File: src/rtl/priority_interrupt_controller_assert.svh
// Assertion macros for the interrupt controller.
// Each macro takes a label, a condition and a consequence, sampled on clk
// and disabled while rst is high.
`ifndef PRIORITY_INTERRUPT_CONTROLLER_ASSERT_SVH
`define PRIORITY_INTERRUPT_CONTROLLER_ASSERT_SVH
`ifndef SYNTH
// consequence holds in the same cycle
`define PIC_ASSERT_NOW(lbl, cond, conseq) \
  lbl: assert property (@(posedge clk) disable iff (rst) (cond) |-> (conseq)) \
    else $error("assertion failed");
// consequence holds in the next cycle
`define PIC_ASSERT_NEXT(lbl, cond, conseq) \
  lbl: assert property (@(posedge clk) disable iff (rst) (cond) |=> (conseq)) \
    else $error("assertion failed");
`else
`define PIC_ASSERT_NOW(lbl, cond, conseq)
`define PIC_ASSERT_NEXT(lbl, cond, conseq)
`endif
`endif

File: src/rtl/pic_pkg.sv
package pic_pkg;

  localparam int unsigned REG_BYTES  = 1024;
  localparam int unsigned NUM_INPUTS = 16;
  localparam int unsigned ADDR_W     = 10;

  typedef logic [7:0]                  byte_t;
  typedef logic [ADDR_W-1:0]           addr_t;
  typedef logic [12:0]                 offset_t;
  typedef logic [NUM_INPUTS-1:0]       pend_t;
  typedef logic [NUM_INPUTS-1:0][7:0]  prio_arr_t;

  // bus command codes
  typedef enum logic [1:0] {
    CMD_READ  = 2'd0,
    CMD_WRITE = 2'd1,
    CMD_LINE  = 2'd2,
    CMD_NONE  = 2'd3
  } cmd_t;

  // register map
  localparam offset_t STATUS_REG = 13'h200;
  localparam offset_t PEND_HIGH  = 13'h202;
  localparam offset_t PEND_LOW   = 13'h203;
  localparam offset_t ACK_REG    = 13'h207;
  localparam offset_t WINDOW_END = 13'h400;
  localparam int unsigned ACK_INPUT = 10;

  // register file access
  typedef struct packed {
    logic  we;
    logic  re;
    addr_t addr;
    byte_t wdata;
  } mem_req_t;

endpackage

File: src/rtl/pic_level.sv
// Largest priority among pending inputs, as a four-level compare tree.
module pic_level (
  input  pic_pkg::prio_arr_t prio,
  input  pic_pkg::pend_t     pend,
  output pic_pkg::byte_t     level
);

  pic_pkg::byte_t l0 [16];
  pic_pkg::byte_t l1 [8];
  pic_pkg::byte_t l2 [4];
  pic_pkg::byte_t l3 [2];

  always_comb begin
    // mask out inputs that are not pending
    for (int i = 0; i < 16; i++) l0[i] = pend[i] ? prio[i] : '0;
    for (int i = 0; i < 8; i++) l1[i] = (l0[2*i] > l0[2*i+1]) ? l0[2*i] : l0[2*i+1];
    for (int i = 0; i < 4; i++) l2[i] = (l1[2*i] > l1[2*i+1]) ? l1[2*i] : l1[2*i+1];
    for (int i = 0; i < 2; i++) l3[i] = (l2[2*i] > l2[2*i+1]) ? l2[2*i] : l2[2*i+1];
    level = (l3[0] > l3[1]) ? l3[0] : l3[1];
  end

endmodule

File: config.mk
export PLATFORM = sky130hd
export DESIGN_NAME = pic_level
export DESIGN_NICKNAME = d
export VERILOG_FILES = /design/src/rtl/priority_interrupt_controller_assert.svh /design/src/rtl/pic_pkg.sv /design/src/rtl/pic_level.sv
export SDC_FILE = /design/constraint.sdc
export NUM_CORES = 1
export LEC_CHECK = 0
export BUFFER_PORTS_ARGS = -buffer_cell sky130_fd_sc_hd__buf_2
export CAP_MARGIN = 0
export CORE_MARGIN = 4
export CORE_UTILIZATION = 47
export DETAILED_ROUTE_END_ITERATION = 10
export PLACE_DENSITY = 0.78
export SYNTH_ARGS = -nofsm -noshare
export SYNTH_HDL_FRONTEND = slang
export SYNTH_SLANG_ARGS = --single-unit
File: constraint.sdc
create_clock -name vclk -period 23.4
set_input_delay 2.34 -clock vclk [all_inputs]
set_output_delay 2.34 -clock vclk [all_outputs]
set_load 0.01 [all_outputs]
## Word level (Yosys, flattened, before mapping)

Index checks and enable logic that the tools add are counted.

| cells by class | value |
|---|---|
| mux-type cells | 31 |
| $lt $le $gt $ge | 15 |

Operator list:

| operator | count |
|---|---|
| 8-bit two-way mux | 31 |
| 8-bit greater-than comparator | 15 |

| word-level totals | value |
|---|---|
| bits in registers | 0 |

## Depth between registers and ports, before layout

| logic depth | value |
|---|---|
| word-level depth | 9 |
| depth in mapped cells | 44 |

## Worst setup path before layout

Ideal clock, no wire load.

| timing path | value |
|---|---|
| kind | input port to output port |
| start point | input port pend[3] |
| end point | output port level[4] |
| stages | 41 |
| slack | 11.601 ns |
| data required time | 21.060 ns |
| path buffers | 4 |
| arrival | 9.459 ns |
| path through | clkbuf_1 nand2_1 ha_1 o221ai_1 or3b_1 a221oi_2 clkbuf_1 nand2_1 o21ai_0 inv_1 ha_1 a21oi_1 nor2b_1 o21ai_0 nand2b_1 nor2_1 mux2i_1 a32oi_2 (+5 left out) o21ai_0 nand2b_1 a211oi_1 inv_1 a211oi_2 or2_4 buf_6 mux2i_1 ha_1 o21a_1 o21ai_0 nand2b_1 a21oi_1 o21ai_0 o31a_1 clkbuf_1 nand2_1 o221a_4 |

| on the way | value |
|---|---|
| word-level cells in the longest chain between the ends | 9 |

RTL lines:

| element | line | text |
|---|---|---|
| start: declaration | pic_level.sv:4 | `input pic_pkg::pend_t pend,` |
| 8-bit two-way mux * | pic_level.sv:15 | `for (int i = 0; i < 16; i++) l0[i] = pend[i] ? prio[i] : '0;` |
| 8-bit greater-than comparator | pic_level.sv:16 | `for (int i = 0; i < 8; i++) l1[i] = (l0[2*i] > l0[2*i+1]) ? l0[2*i] : l0[2*i+1];` |
| 8-bit two-way mux * | pic_level.sv:16 |  |
| 8-bit greater-than comparator | pic_level.sv:17 | `for (int i = 0; i < 4; i++) l2[i] = (l1[2*i] > l1[2*i+1]) ? l1[2*i] : l1[2*i+1];` |
| 8-bit two-way mux * | pic_level.sv:17 |  |
| 8-bit greater-than comparator | pic_level.sv:18 | `for (int i = 0; i < 2; i++) l3[i] = (l2[2*i] > l2[2*i+1]) ? l2[2*i] : l2[2*i+1];` |
| 8-bit two-way mux * | pic_level.sv:18 |  |
| 8-bit greater-than comparator | pic_level.sv:19 | `level = (l3[0] > l3[1]) ? l3[0] : l3[1];` |
| 8-bit two-way mux * | pic_level.sv:19 |  |
| end: declaration | pic_level.sv:5 | `output pic_pkg::byte_t level` |

Every way passes the cells marked *; elsewhere a longest branch is shown, timed or not.

## Worst setup path in the final report

| timing path | value |
|---|---|
| start point | input port pend[12] |
| end point | output port level[6] |

Same word-level chain as after synthesis.

==> results.toml <==
[outcome]
outcome = "complete, no violations"

[logic_synthesis]
syn-mean-instance-area_sq_um = 6.61
synth_area_sq_mm = 0.00524
synthesis.instances = 792
ys_seq_area_share_pct = 0
yosys_warnings = 0
synth_cell_types = 79
syn-num-nets = 1036

[worst_setup_path]
cp.arrival_ns = 10.84
crit_path_start = "pend[12]"
cp-end-kind = "output port"
crit_path_frequent_cell = "o21ai_0"
startpoint_type = "primary input"
worst_path_max_delay_cell = "a41oi_1"
path_max_fanout = 22
path_class = "primary input to output port"
slowest_delay_ns = 0.73
required_ns = 21.06

[layout]
n_sequential_cell = 0
n_clock_buffer = 0
diodes = 0
register_area_sq_um = 0
synthToLayoutAreaGrowth_pct = 15.2
fin_util_pct = 55.4
finalNetCount = 1160
drive_gt1_share_pct = 19.8

[timing]
slew_viol_final = 0
timing.final.crit_share_pct = 56.3
setup_tns_ns = 0
rsz0062_at_grt = "no"
relSlewSlack_pct = 34.1
setup-violations-final = 0
worst_hold_slack_ns = 5.47
finalHoldViolCount = 0
fin_crit_ns = 13.18
tightest_slew_ns = 0.975
timing.fmax_mhz = 75.9

[drt]
viasPerCell = 5.56
drtAntennaViolNets = 0
drc = 0
drtIter0Drc = 273
wirelength_um = 13500
vias = 5856
wire_per_inst_um = 12.8
first_pass_iters = 7

[pwr]
ir_drop_uv = 58.2
p_leak_nw = 3.24
p_per_area_mw_per_mm2 = 90.7

[global_routing]
grt_overflow = 0
grt_pass1_wl_um = 21500
grt_max_degree = 23
track_usage_pct = 18.8
grt_pass1_vias = 5061
antenna_found_initial = 0

[floorplan]
die_y_um = 114
start_util_pct = 48.1
io_pins = 152
die_area_sq_mm = 0.0129
design.core.area_sq_mm = 0.0109
fp-row-count = 38
die_x_um = 114

[hold_path]
hp-class = "primary input to output port"
whs_path_depth = 7
min_from = "prio[12]"
worstHoldEndpoint = "level[4]"

[placed_design]
dp_hpwl_um = 11900
port_buffers = 152
gp_congestion = 0.882

[flow_run]
drv_cap = 0

[clocking]
cts_resized = 0
cts_hold_buf = 0
post_cts_buffers = 0
==> final cells by class <==
type | count | area, sq um
inverters | 67 | 251
fillers | 1092 | 4850
repair buffers | 152 | 761
well taps | 140 | 175
multi-input cells | 695 | 4850
==> metal layers <==
layer	vias up	routed length, um	global-route usage [%]
li1	3095	-	-
met1	2608	6230	24.5
met2	137	6560	34.8
met3	16	551	0.849
met4	0	163	2.72
met5	-	0	0
==> where the power goes <==
part           switching [mW]  total [mW]  internal, mW
logic                   0.304       0.547         0.243
registers                   0           0             0
clock network               0           0             0
==> cells in the final DEF (no fill, tap or decap), types with 4 or more instances in the layout <==
cell / instances
ha_1: 100
nand3_1: 24
o21ai_0: 69
mux2i_1: 38
nand4_1: 13
nand2b_1: 10
o211ai_1: 11
nor2_1: 44
inv_1: 67
o22ai_1: 5
nand2_1: 160
a41oi_1: 4
o21a_1: 14
and2_1: 36
a21oi_1: 36
a211oi_1: 10
nor3_1: 4
buf_2: 152
a31oi_1: 6
nor2b_1: 4
a21o_1: 14
o211a_1: 5
mux2_2: 4
xnor2_1: 7
a21boi_0: 5
==> cell families (layout without fill, tap and decap cells) <==
group                    count (synthesis)  after routing  share of synthesized area [%]
adder cells (fa/ha/maj)                101            101                           24.1
buffers and inverters                   97            219                           7.45
AND/OR/NAND/NOR                        315            315                           27.7
AO/OA/AOI/OAI                          224            224                           30.1
multiplexers                            46             46                           9.10
XOR/XNOR                                 9              9                           1.51
==> worst max-delay path: cells and delay by family <==
kind            cells  cell delay, ns
compound gates     19            5.07
fa+ha+maj           4            1.39
buf+inv             3            0.37
mux                 2            0.47
simple gates        7            1.17
==> stage by stage <==
stage | setup slack (ns) | cell area [sq um] | total power, mW | std cells
final | 10.22 | 6030 | 0.547 | 1054
after global routing | 9.53 | 6030 | 0.611 | 1054
after global placement | 10.58 | 6030 | 0.539 | 1054
after CTS | 10.34 | 6030 | 0.551 | 1054
after floorplan | 11.60 | 5240 | 0.424 | 792
after detailed placement | 10.35 | 6030 | 0.549 | 1054
==> Yosys cell counts, types with 3 or more instances <==
| library cell | count | area (sq um) |
|---|---|---|
| xnor2_1 | 7 | 61.3 |
| a21oi_1 | 36 | 180 |
| nor2b_1 | 4 | 25.0 |
| a211o_1 | 3 | 26.3 |
| nand2b_1 | 10 | 62.6 |
| a31oi_1 | 6 | 37.5 |
| and3_1 | 3 | 18.8 |
| o221a_4 | 3 | 60.1 |
| mux2_2 | 4 | 45.0 |
| clkbuf_1 | 23 | 86.3 |
| ha_1 | 100 | 1250 |
| a41oi_1 | 4 | 35.0 |
| nor2_1 | 44 | 165 |
| nor3_1 | 4 | 20.0 |
| a21o_1 | 14 | 105 |
| nand2_1 | 160 | 601 |
| o21ai_0 | 69 | 345 |
| a211oi_1 | 10 | 75.1 |
| nand3_1 | 24 | 120 |
| mux2i_1 | 38 | 380 |
| o22ai_1 | 5 | 31.3 |
| and2_1 | 36 | 225 |
| o221a_1 | 3 | 33.8 |
| a21boi_0 | 5 | 37.5 |
| o211ai_1 | 11 | 82.6 |
| inv_1 | 67 | 251 |
| buf_2 | 3 | 15.0 |
| nand4_1 | 13 | 81.3 |
| o21a_1 | 14 | 105 |
| o211a_1 | 5 | 50.1 |
==> how the worst max path moves through the flow <==
| stage | endpoint | depth (start not counted) | slack [ns] |
|---|---|---|---|
| 3_3_place_gp | level[5] | 36 | 10.58 |
| 2_1_floorplan | level[4] | 41 | 11.60 |
| 5_1_grt | level[6] | 36 | 9.53 |
| 3_5_place_dp | level[6] | 36 | 10.35 |
| 4_1_cts | level[6] | 36 | 10.34 |
| 6_report | level[6] | 35 | 10.22 |
(Power assumes the default switching activity.)
